### src/cwa_pkg.sv
`timescale 1ns / 1ps
// ----------------------------------------------------------------------------
// cwa_pkg
// Shared types and constants of the chain work accumulator: command codes,
// controller states and the command and status groups between the controller
// and the datapath.
// ----------------------------------------------------------------------------
package cwa_pkg;

	localparam int TOTAL_W = 256;
	localparam int WORD_W  = 64;
	localparam int LIMB_W  = 32;
	localparam int ADD_STEPS = TOTAL_W / WORD_W;
	localparam int MUL_STEPS = TOTAL_W / LIMB_W;
	localparam int QUOT_W    = 33;
	localparam int CNT_W     = 6;
	localparam int MANT_W    = 24;
	localparam int ZERO_W    = 10;
	localparam int REM_W     = 24;
	localparam int INV_SHIFT = 31;

	localparam logic [2:0] CMD_CLEAR = 3'd0;
	localparam logic [2:0] CMD_LOAD  = 3'd1;
	localparam logic [2:0] CMD_ADD   = 3'd2;
	localparam logic [2:0] CMD_SUB   = 3'd3;
	localparam logic [2:0] CMD_MUL   = 3'd4;
	localparam logic [2:0] CMD_TADD  = 3'd5;
	localparam logic [2:0] CMD_TSUB  = 3'd6;
	localparam logic [2:0] CMD_NOP   = 3'd7;

	// remainder start values: dividend 2^55 or 2^53 with the low quotient bits removed
	localparam logic [REM_W-1:0] REM_INIT_FMT0 = REM_W'(1) << (24 + 31 - QUOT_W);
	localparam logic [REM_W-1:0] REM_INIT_FMT1 = REM_W'(1) << (22 + 31 - QUOT_W);

	typedef enum logic [2:0] {
		S_IDLE,
		S_EXEC,
		S_DIV,
		S_SHIFT,
		S_ADD,
		S_MULP,
		S_MULA,
		S_FIN
	} state_t;

	typedef struct packed {
		logic capture;
		logic clear;
		logic load;
		logic add_init;
		logic add_step;
		logic mul_init;
		logic mul_prod;
		logic mul_acc;
		logic div_init;
		logic div_step;
		logic shift;
		logic set_rej;
		logic out_load;
	} dp_cmd_t;

	typedef struct packed {
		logic mant_ok;
		logic range_ok;
	} dp_sts_t;

endpackage

### src/cwa_ctrl.sv
`timescale 1ns / 1ps
// ----------------------------------------------------------------------------
// cwa_ctrl
// Controller of the chain work accumulator: sequences clear, load, word-wise
// add and subtract, limb-wise multiply and the serial target division, and
// owns the handshakes of both channels.
// ----------------------------------------------------------------------------
module cwa_ctrl (
	input  logic                   clk,
	input  logic                   arst_n,
	input  logic                   in_valid,
	output logic                   in_ready,
	input  logic [2:0]             cmd,
	output logic                   out_valid,
	input  logic                   out_ready,
	input  cwa_pkg::dp_sts_t       sts,
	output cwa_pkg::dp_cmd_t       dcmd
);

	cwa_pkg::state_t               state_q;
	cwa_pkg::state_t               state_nx;
	logic [2:0]                    cmd_q;
	logic [cwa_pkg::CNT_W-1:0]     cnt_q;
	logic                          cnt_clr;
	logic                          cnt_inc;
	logic                          out_valid_q;
	logic                          accept;
	logic                          out_free;

	assign in_ready  = (state_q == cwa_pkg::S_IDLE);
	assign accept    = in_valid & in_ready;
	assign out_valid = out_valid_q;
	assign out_free  = ~out_valid_q | out_ready;

	always_ff @(posedge clk or negedge arst_n) begin
		if (!arst_n) begin
			state_q     <= cwa_pkg::S_IDLE;
			cmd_q       <= cwa_pkg::CMD_NOP;
			cnt_q       <= '0;
			out_valid_q <= 1'b0;
		end else begin
			state_q <= state_nx;
			if (accept) begin
				cmd_q <= cmd;
			end
			if (cnt_clr) begin
				cnt_q <= '0;
			end else if (cnt_inc) begin
				cnt_q <= cnt_q + 1'b1;
			end
			out_valid_q <= dcmd.out_load | (out_valid_q & ~out_ready);
		end
	end

	// next state
	always_comb begin
		state_nx = state_q;
		unique case (state_q)
			cwa_pkg::S_IDLE: begin
				if (accept) state_nx = cwa_pkg::S_EXEC;
			end
			cwa_pkg::S_EXEC: begin
				unique case (cmd_q)
					cwa_pkg::CMD_ADD, cwa_pkg::CMD_SUB: state_nx = cwa_pkg::S_ADD;
					cwa_pkg::CMD_MUL: state_nx = cwa_pkg::S_MULP;
					cwa_pkg::CMD_TADD, cwa_pkg::CMD_TSUB: begin
						state_nx = sts.mant_ok ? cwa_pkg::S_DIV : cwa_pkg::S_FIN;
					end
					default: state_nx = cwa_pkg::S_FIN;
				endcase
			end
			cwa_pkg::S_DIV: begin
				if (cnt_q == cwa_pkg::CNT_W'(cwa_pkg::QUOT_W - 1)) state_nx = cwa_pkg::S_SHIFT;
			end
			cwa_pkg::S_SHIFT: begin
				state_nx = sts.range_ok ? cwa_pkg::S_ADD : cwa_pkg::S_FIN;
			end
			cwa_pkg::S_ADD: begin
				if (cnt_q == cwa_pkg::CNT_W'(cwa_pkg::ADD_STEPS - 1)) state_nx = cwa_pkg::S_FIN;
			end
			cwa_pkg::S_MULP: begin
				state_nx = cwa_pkg::S_MULA;
			end
			cwa_pkg::S_MULA: begin
				if (cnt_q == cwa_pkg::CNT_W'(cwa_pkg::MUL_STEPS - 1)) state_nx = cwa_pkg::S_FIN;
				else state_nx = cwa_pkg::S_MULP;
			end
			cwa_pkg::S_FIN: begin
				if (out_free) state_nx = cwa_pkg::S_IDLE;
			end
			default: state_nx = cwa_pkg::S_IDLE;
		endcase
	end

	// outputs
	always_comb begin
		dcmd    = '0;
		cnt_clr = 1'b0;
		cnt_inc = 1'b0;
		unique case (state_q)
			cwa_pkg::S_IDLE: begin
				dcmd.capture = accept;
			end
			cwa_pkg::S_EXEC: begin
				cnt_clr = 1'b1;
				unique case (cmd_q)
					cwa_pkg::CMD_CLEAR: dcmd.clear = 1'b1;
					cwa_pkg::CMD_LOAD:  dcmd.load = 1'b1;
					cwa_pkg::CMD_ADD, cwa_pkg::CMD_SUB: dcmd.add_init = 1'b1;
					cwa_pkg::CMD_MUL:   dcmd.mul_init = 1'b1;
					cwa_pkg::CMD_TADD, cwa_pkg::CMD_TSUB: begin
						dcmd.div_init = sts.mant_ok;
						dcmd.set_rej  = ~sts.mant_ok;
					end
					default: ;
				endcase
			end
			cwa_pkg::S_DIV: begin
				dcmd.div_step = 1'b1;
				cnt_inc       = 1'b1;
			end
			cwa_pkg::S_SHIFT: begin
				cnt_clr       = 1'b1;
				dcmd.shift    = sts.range_ok;
				dcmd.add_init = sts.range_ok;
				dcmd.set_rej  = ~sts.range_ok;
			end
			cwa_pkg::S_ADD: begin
				dcmd.add_step = 1'b1;
				cnt_inc       = 1'b1;
			end
			cwa_pkg::S_MULP: begin
				dcmd.mul_prod = 1'b1;
			end
			cwa_pkg::S_MULA: begin
				dcmd.mul_acc = 1'b1;
				cnt_inc      = 1'b1;
			end
			cwa_pkg::S_FIN: begin
				dcmd.out_load = out_free;
			end
			default: ;
		endcase
	end

endmodule

### src/cwa_dp.sv
`timescale 1ns / 1ps
// ----------------------------------------------------------------------------
// cwa_dp
// Datapath of the chain work accumulator: the 256-bit total, the operand
// register, a 64-bit adder with carry, a 32x32 multiplier, the restoring
// divider for the target inverse and the result register.
// ----------------------------------------------------------------------------
module cwa_dp (
	input  logic                          clk,
	input  logic                          arst_n,
	input  cwa_pkg::dp_cmd_t              dcmd,
	output cwa_pkg::dp_sts_t              sts,
	input  logic [2:0]                    cmd,
	input  logic                          target_format,
	input  logic [cwa_pkg::ZERO_W-1:0]    zero_count,
	input  logic [cwa_pkg::MANT_W-1:0]    mantissa,
	input  logic [cwa_pkg::LIMB_W-1:0]    factor,
	input  logic [cwa_pkg::TOTAL_W-1:0]   operand,
	output logic [cwa_pkg::TOTAL_W-1:0]   total,
	output logic                          rejected
);

	localparam int SH_W = cwa_pkg::TOTAL_W + 2 * cwa_pkg::WORD_W - 1;

	logic [cwa_pkg::TOTAL_W-1:0]   total_q;
	logic [cwa_pkg::TOTAL_W-1:0]   b_q;
	logic [cwa_pkg::TOTAL_W-1:0]   total_out_q;
	logic                          rej_out_q;
	logic                          rej_q;
	logic                          sub_q;
	logic                          fmt_q;
	logic [cwa_pkg::ZERO_W-1:0]    zeros_q;
	logic [cwa_pkg::MANT_W-1:0]    mant_q;
	logic [cwa_pkg::LIMB_W-1:0]    factor_q;
	logic                          carry_q;
	logic [cwa_pkg::LIMB_W-1:0]    mcarry_q;
	logic [2*cwa_pkg::LIMB_W-1:0]  prod_q;
	logic [cwa_pkg::REM_W-1:0]     rem_q;
	logic [cwa_pkg::QUOT_W-1:0]    quot_q;

	logic [cwa_pkg::WORD_W:0]      sum;
	logic [cwa_pkg::WORD_W-1:0]    addend;
	logic [2*cwa_pkg::LIMB_W-1:0]  macc;
	logic [cwa_pkg::REM_W:0]       rem_sh;
	logic [cwa_pkg::REM_W:0]       rem_diff;
	logic                          rem_ge;
	logic [cwa_pkg::WORD_W-1:0]    inv_ext;
	logic [SH_W-1:0]               work_sh;

	assign addend = sub_q ? ~b_q[cwa_pkg::WORD_W-1:0] : b_q[cwa_pkg::WORD_W-1:0];
	assign sum    = {1'b0, total_q[cwa_pkg::WORD_W-1:0]} + {1'b0, addend}
	              + {{cwa_pkg::WORD_W{1'b0}}, carry_q};
	assign macc   = prod_q + {{cwa_pkg::LIMB_W{1'b0}}, mcarry_q};

	assign rem_sh   = {rem_q, 1'b0};
	assign rem_diff = rem_sh - {1'b0, mant_q};
	assign rem_ge   = ~rem_diff[cwa_pkg::REM_W];

	// inverse placed with bit 0 at zero_count-31
	assign inv_ext = {{(cwa_pkg::WORD_W - cwa_pkg::QUOT_W){1'b0}}, quot_q};
	assign work_sh = {{(SH_W - cwa_pkg::WORD_W){1'b0}}, inv_ext} << zeros_q[7:0];

	assign sts.mant_ok  = fmt_q ? (mant_q[21] & ~mant_q[23] & ~mant_q[22]) : mant_q[23];
	assign sts.range_ok = (zeros_q[9:8] == 2'b00) & ~(quot_q[32] & (zeros_q[7:0] == 8'hff));

	assign total    = total_out_q;
	assign rejected = rej_out_q;

	always_ff @(posedge clk or negedge arst_n) begin
		if (!arst_n) begin
			total_q <= '0;
		end else begin
			priority if (dcmd.clear) begin
				total_q <= '0;
			end else if (dcmd.load) begin
				total_q <= b_q;
			end else if (dcmd.add_step) begin
				total_q <= {sum[cwa_pkg::WORD_W-1:0], total_q[cwa_pkg::TOTAL_W-1:cwa_pkg::WORD_W]};
			end else if (dcmd.mul_acc) begin
				total_q <= {macc[cwa_pkg::LIMB_W-1:0], total_q[cwa_pkg::TOTAL_W-1:cwa_pkg::LIMB_W]};
			end
		end
	end

	always_ff @(posedge clk or negedge arst_n) begin
		if (!arst_n) begin
			rej_q <= 1'b0;
		end else begin
			if (dcmd.capture) rej_q <= 1'b0;
			else if (dcmd.set_rej) rej_q <= 1'b1;
		end
	end

	always_ff @(posedge clk) begin
		if (dcmd.capture) begin
			b_q      <= operand;
			sub_q    <= (cmd == cwa_pkg::CMD_SUB) | (cmd == cwa_pkg::CMD_TSUB);
			fmt_q    <= target_format;
			zeros_q  <= zero_count;
			mant_q   <= mantissa;
			factor_q <= factor;
		end else if (dcmd.shift) begin
			b_q <= work_sh[cwa_pkg::TOTAL_W+cwa_pkg::INV_SHIFT-1:cwa_pkg::INV_SHIFT];
		end else if (dcmd.add_step) begin
			b_q <= {{cwa_pkg::WORD_W{1'b0}}, b_q[cwa_pkg::TOTAL_W-1:cwa_pkg::WORD_W]};
		end
		if (dcmd.add_init) carry_q <= sub_q;
		else if (dcmd.add_step) carry_q <= sum[cwa_pkg::WORD_W];
		if (dcmd.mul_init) mcarry_q <= '0;
		else if (dcmd.mul_acc) mcarry_q <= macc[2*cwa_pkg::LIMB_W-1:cwa_pkg::LIMB_W];
		if (dcmd.mul_prod) prod_q <= total_q[cwa_pkg::LIMB_W-1:0] * factor_q;
		if (dcmd.div_init) begin
			rem_q  <= fmt_q ? cwa_pkg::REM_INIT_FMT1 : cwa_pkg::REM_INIT_FMT0;
			quot_q <= '0;
		end else if (dcmd.div_step) begin
			rem_q  <= rem_ge ? rem_diff[cwa_pkg::REM_W-1:0] : rem_sh[cwa_pkg::REM_W-1:0];
			quot_q <= {quot_q[cwa_pkg::QUOT_W-2:0], rem_ge};
		end
		if (dcmd.out_load) begin
			total_out_q <= total_q;
			rej_out_q   <= rej_q;
		end
	end

endmodule

### src/chain_work_accumulator.sv
`timescale 1ns / 1ps
// ----------------------------------------------------------------------------
// chain_work_accumulator
// 256-bit chain work total with clear, load, add, subtract, multiply and
// add or subtract of the work of a compact target.
//
// Input channel in_valid/in_ready carries one command word; output channel
// out_valid/out_ready returns one word per command: the new total and the
// reject flag. A new command is taken only when the previous one has been
// worked through; a finished result waits in the output register, so the
// next command is taken while the receiver stalls.
// Per command, from accept to result register: clear, load and unused
// codes go straight through; add and subtract run word-wise on the 64-bit
// adder; multiply forms and adds one product per 32-bit limb through one
// 32x32 multiplier; target work runs the 33-step restoring division of
// 2^55 or 2^53 by the mantissa, then a 64-bit word add per cycle. A target
// rejected for its mantissa skips both, one for its position the add.
// Reset clears the total to zero and empties the output register.
// When the receiver stalls, the block holds the next result until the
// output register is free and takes no further command meanwhile.
// ----------------------------------------------------------------------------
module chain_work_accumulator (
	input  logic         clk,
	input  logic         arst_n,
	input  logic         in_valid,
	output logic         in_ready,
	input  logic [2:0]   cmd,
	input  logic         target_format,
	input  logic [9:0]   zero_count,
	input  logic [23:0]  mantissa,
	input  logic [31:0]  factor,
	input  logic [63:0]  operand_word0,
	input  logic [63:0]  operand_word1,
	input  logic [63:0]  operand_word2,
	input  logic [63:0]  operand_word3,
	output logic         out_valid,
	input  logic         out_ready,
	output logic [63:0]  total_word0,
	output logic [63:0]  total_word1,
	output logic [63:0]  total_word2,
	output logic [63:0]  total_word3,
	output logic         rejected
);

	cwa_pkg::dp_cmd_t              dcmd;
	cwa_pkg::dp_sts_t              sts;
	logic [cwa_pkg::TOTAL_W-1:0]   total;

	cwa_ctrl u_ctrl (
		.clk       (clk),
		.arst_n    (arst_n),
		.in_valid  (in_valid),
		.in_ready  (in_ready),
		.cmd       (cmd),
		.out_valid (out_valid),
		.out_ready (out_ready),
		.sts       (sts),
		.dcmd      (dcmd)
	);

	cwa_dp u_dp (
		.clk           (clk),
		.arst_n        (arst_n),
		.dcmd          (dcmd),
		.sts           (sts),
		.cmd           (cmd),
		.target_format (target_format),
		.zero_count    (zero_count),
		.mantissa      (mantissa),
		.factor        (factor),
		.operand       ({operand_word3, operand_word2, operand_word1, operand_word0}),
		.total         (total),
		.rejected      (rejected)
	);

	assign total_word0 = total[63:0];
	assign total_word1 = total[127:64];
	assign total_word2 = total[191:128];
	assign total_word3 = total[255:192];

endmodule

### config.mk
export PLATFORM = sky130hd
export DESIGN_NAME = chain_work_accumulator
export DESIGN_NICKNAME = d
export VERILOG_FILES = /design/src/cwa_pkg.sv /design/src/cwa_ctrl.sv /design/src/cwa_dp.sv /design/src/chain_work_accumulator.sv
export SDC_FILE = /design/constraint.sdc
export NUM_CORES = 2
export LEC_CHECK = 0
export BUFFER_PORTS_ARGS = -buffer_cell sky130_fd_sc_hd__buf_2
export CORE_AREA = 5 5 729 514
export CTS_BUF_LIST = sky130_fd_sc_hd__clkbuf_4 sky130_fd_sc_hd__clkbuf_8 sky130_fd_sc_hd__clkbuf_16
export DETAILED_ROUTE_END_ITERATION = 7
export DIE_AREA = 0 0 734 519
export MAX_ROUTING_LAYER = met4
export PLACE_DENSITY = 0.48
export SETUP_SLACK_MARGIN = 0.2
export SLEW_MARGIN = 20
export SYNTH_ARGS = -nofsm -noshare
export SYNTH_HDL_FRONTEND = slang
export SYNTH_SLANG_ARGS = --single-unit
### constraint.sdc
create_clock -name clk -period 30.8 [get_ports clk]
set_input_delay 9.24 -clock clk [delete_from_list [all_inputs] [get_ports clk]]
set_output_delay 9.24 -clock clk [all_outputs]
set_load 0.005 [all_outputs]
# Word-level counts from Yosys, hierarchy flattened
# Index checks and enable logic that the tools add are counted.
[word_totals]
ff_bits = 1005
input_bits = 330
output_inout_bits = 259
wordCells = 129
[classes]
add_sub_neg = 5
mul = 1
eq_ne = 23
n_shift = 1
n_mux = 48
bitwise_logic = 18
n_reduce_logical = 14
[op_table]
columns = ["operator", "n"]
rows = [
  ["$mux 256", 7],
  ["$shl 33x8->287", 1],
  ["$mux 24", 3],
  ["$add 64x64->65", 1],
  ["$add 65x1->65", 1],
  ["$add 64x32->64", 1],
  ["$mul 32x32->64", 1],
  ["$mux 64", 1],
  ["$not 64->64", 1],
  ["$sub 25x24->25", 1],
  ["$eq 3x3->1 const B", 8],
  ["$pmux 3 s8", 1],
  ["$mux 23", 1],
  ["$mux 1", 22],
  ["$eq 3x2->1 const B", 5],
  ["$mux 3", 5],
  ["$mux 6", 2],
  ["$pmux 3 s3", 1],
  ["$eq 8x8->1 const B", 1],
  ["$not 1->1", 8],
  ["$reduce_bool 2->1", 4],
  ["$add 6x1->6 const B", 1],
  ["$and 1x1->1", 6],
  ["$eq 3x1->1 const B", 2],
  ["other kinds (15)", 25],
]

# Longest topological paths before layout
[logic_depth]
depth_word = 9
mapped_depth = 29
ltp_nobuf = 27

# Cells and area by module
# From an unflattened synthesis, not the netlist that was laid out.
[unflattened]
cells_unflattened = 8538
area_unflattened_um2 = 84858.9
[by_module_without_submodules]
columns = ["mod", "instances", "cells_per_inst", "area_per_inst_um2", "seq_area_each_um2"]
rows = [
  ["cwa_dp", 1, 8435, 83929.2, 27851.7],
  ["cwa_ctrl", 1, 103, 929.6, 329.1],
]

# Worst setup path before layout
# No wires, ideal clock.
[synth_path]
path_type = "input-to-reg"
startpoint = "input out_ready"
endpoint = "register u_dp.rej_out_q (netlist: u_dp.rejected) (enable)"
setup_time_ns = 0.910
t_arrival_ns = 20.668
t_required_ns = 29.890
path_slack_ns = 9.222
cell_stages = 2
path_buffers = 0
cell_sequence = "nand2b_1 > nor2b_1"
[synth_lines]
columns = ["item", "line", "rtl"]
rows = [
  ["start, declared", "chain_work_accumulator.sv:37", "input logic out_ready,"],
  ["end signal, assigned", "cwa_dp.sv:121", "rej_out_q <= rej_q;"],
  ["end, declared", "cwa_dp.sv:28", "logic rej_out_q;"],
]

# Final worst setup path
[layout_path]
startpoint = "input in_valid"
endpoint = "register u_dp.b_q[19] in the netlist's numbering (data pin)"
[layout_between]
elab_chain_len = 3
[layout_lines]
columns = ["item", "line", "rtl"]
rows = [
  ["start, declared", "chain_work_accumulator.sv:25", "input logic in_valid,"],
  ["$and 1x1->1", "cwa_ctrl.sv:31", "assign accept = in_valid & in_ready;"],
  ["$mux 1", "cwa_ctrl.sv:100", "unique case (state_q)"],
  ["$mux 256", "cwa_dp.sv:95", "if (dcmd.capture) begin"],
  ["end signal, assigned", "cwa_dp.sv:96", "b_q <= operand;"],
  ["end signal, assigned", "cwa_dp.sv:103", "b_q <= work_sh[cwa_pkg::TOTAL_W+cwa_pkg::INV_SHIFT-1:cwa_pkg::INV_SHIFT];"],
  ["end signal, assigned", "cwa_dp.sv:105", "b_q <= {{cwa_pkg::WORD_W{1'b0}}, b_q[cwa_pkg::TOTAL_W-1:cwa_pkg::WORD_W]};"],
  ["end, declared", "cwa_dp.sv:26", "logic [cwa_pkg::TOTAL_W-1:0] b_q;"],
]
# Every way passes these cells.
# A chain may end at the register's enable or synchronous reset.

==> results.md <==
- Status: finished, final reports clean
- Post-synth top flop: edfxtp_1
- YS warnings: 0
- Later-pin clock latency in the skew report: slightly above 0.8 ns
- Complex-gate fraction of the synthesized area: a little over an eighth
- Worst-Margin Slew: around 1.3 ns
- ANT nets after route: 0
- CTS resizes: 0
- Max frequency: between 0.08 and 0.09 GHz
- Commonest non-fill, non-tap cell in the layout: nand2_1
- DR WL/cell: ~27 um
- IO Pins: just under 600
- CTS tree: built
- Req. time, crit path: 31.29 ns
- Xor/xnor share of the synthesized area: between 2 and 3%
- #FFs+latches synth: 1005
- Core ar.: about 370000 um2
- First-pass GRT wire length: 520 mm
- Hold Violations, Final: 0
- DRC Markers: 0
- Slew HR: between 10% and 20%
- Die X: roughly 730 um
- CP max stage delay: 0.82 ns
- Die H: roughly 520 um
- Largest family of logic cells by synthesized area: adder cells
- Crit-path slowest cell: buf_4
- CP startpoint kind: input pin
- Overall die area: between 300000 and 400000 um2
- First-pass iteration count of the detailed router: 7
- Via count: approximately 67000
- TritonCTS buffer count: about 120
- Final Setup Violations: 0
- Placed Area: between 90000 and 100000 um2
- RSZ-0062 raised after global routing: no
- Vias in the first global route: 64300
- Post-synthesis instance area: ~84000 um2
- Design Area, Final: a little under 100000 um2
- Yosys top cell by area: edfxtp_1
- Setup tns final: 0 ns
- Synth Net Count: ~10000
- # hold bufs at CTS: 0
- Nets: 10200
- Mean Syn Cell Area: 10.1 um2
- Synth Area in Adders: about 27%
- Vias per cell: 4.90
- Clock-pin slew on the worst setup and hold paths: 0.07 ns
- Mux contribution to synthesized area: under 10%
- Crit. End Element: flop
- Pin count of the biggest net entering global routing: 202
- Final Max Tran Viols: 0
- Commonest cells after routing, fill and taps aside: nand2_1 (967), inv_1 (917), fa_1 (900)
- Worst-path maximum fanout: roughly 200
- Dpl hpwl: 289 mm
- Seq/Total Area, Yosys: about a third
- Synth cell types: between 80 and 90
- Buffers added on ports: just under 600
- CP top delay family: buffers and inverters
- Async SR Flop Fraction: around 27%
- Placement Rows: around 190
- Post-CTS Setup Bufs: 0
- Global route overflow: 0
- Worst hold path type: reg -> reg
- Final period util: between 30% and 40%
- Yosys top cell area share: 24.0%
- CTS Root Cell: clkbuf_16
- Data arrival, critical path: approximately 13 ns
- Crit path kind: in -> reg
- CP bufs+invs: 4
- Total clock sinks: approximately 1000
- Synth Area in Simple Gates: between 10 and 15%
- Clock Tree Buf Depth: 3
- Max-cap viol count: 0
- Fin util: 26.3%
- Routability cong.: ~0.97
- H-tree level count: 3
- Synth area leaders: edfxtp_1 (24%), fa_1 (21%), dfrtp_1 (8.0%)
- Final WL: 369 mm
- Area grow syn2layout: 14.7%
- Fin crit period: between 10 and 15 ns
- Initial DRC count: 8560
- Share of cells above drive strength 1: 11.8%
- Number of flops mapped to enable cells by yosys: 670
- Initial antenna violation count: 58
- Clk_skew: around 0.090 ns
- Initial Util: between 20% and 30%
- Gr usage total: about a fifth
- CP dominant cell by count: buf_4
- Gate Count Post-Synth: approximately 8300
- CP Cell Sequence: buf_2 -> and2_4 -> buf_4 -> buf_12 -> buf_4 -> o21ai_0
==> sequential cells by signal, summed over array words and instances (netlist names), 24 cells and up <==
register and count:
u_dp.mcarry_q 32, u_dp.quot_q 33, u_dp.prod_q 64, u_dp.total 256, u_dp.mant_q 24, u_dp.rem_q 24, u_dp.factor_q 32, u_dp.b_q 256
u_dp.total_q 256
==> kinds of logic (layout without fill, tap and decap cells) <==
kind of cell | count (synthesis) | count (layout)
multiplexers | 304 | 304
buffers and inverters | 1461 | 1859
flip-flops | 1005 | 1005
adder cells (fa/ha/maj) | 1283 | 1283
other | 0 | 38
AO/OA/AOI/OAI | 1821 | 1821
AND/OR/NAND/NOR | 2149 | 2149
XOR/XNOR | 264 | 264
==> worst reg2reg max path: cells and delay by family (launching register included) <==
family / cells / cell delay [ns]
fa+ha+maj: 9 / 4.41
compound gates: 8 / 2.71
buf+inv: 5 / 0.75
simple gates: 3 / 0.68
flops: 1 / 0.66
xor+xnor: 1 / 0.17
==> Yosys cell counts, drive strengths merged, types with 26 or more instances <==
library cell,n
nand2,967
inv,917
fa,900
edfxtp,670
o21ai,634
and2,614
clkbuf,513
ha,383
a22oi,367
a21oi,273
dfrtp,267
nor2,262
mux2i,247
xnor2,133
a21o,131
xor2,131
o22ai,83
nand3,80
dfxtp,65
a211oi,64
nand4,49
nor3,45
a31oi,41
mux2,40
o21a,33
a22o,29
buf,29
nand2b,26
==> layer usage <==
layer / wire (um) / global-route usage (%) / part of all wire, % / vias to the layer above
li1: - / - / - / 28700
met1: 172000 / 28.9 / 47 / 34300
met2: 145000 / 25.5 / 39 / 3272
met3: 38500 / 4.47 / 10 / 444
met4: 13600 / 5.94 / 3.7 / 0
met5: 0 / - / 0 / -
==> layout make-up <==
| class | instances | area, um2 |
|---|---|---|
| fill | 39100 | 270000 |
| multi-input combinational | 5821 | 50400 |
| sequential | 1005 | 28200 |
| tap | 4888 | 6120 |
| timing repair buffer | 718 | 4000 |
| inverter | 919 | 3450 |
| clock buffer | 147 | 3210 |
| clock inverter | 75 | 821 |
| antenna | 38 | 95.1 |
==> final timing paths <==
path                                   from                end  slack (ns)  cells past startpoint
max                                in_valid       u_dp.b_q[19]       18.60                      6
min                           u_dp.b_q[190]  u_dp.total_q[190]        0.48                      2
max reg2reg                u_dp.total_q[11]    u_dp.prod_q[62]       21.12                     26
min reg2reg                   u_dp.b_q[190]  u_dp.total_q[190]        0.48                      2
max in group asynchronous            arst_n  u_ctrl.state_q[1]       20.73                      2
min in group asynchronous            arst_n  u_dp.total_q[138]        8.55                      1
==> through the flow <==
stage                     cells  hold slack [ns]  setup WS, ns
after global routing      13600            0.513         18.43
after detailed placement  13400            0.478         17.96
final                     13600            0.483         18.60
after global placement    13300            0.475         17.99
after floorplan            8287            0.426          9.22
after CTS                 13600            0.481         18.78
Power is not shown: default switching activity piles up to over one toggle a cycle in this logic, so the estimate is an artifact.
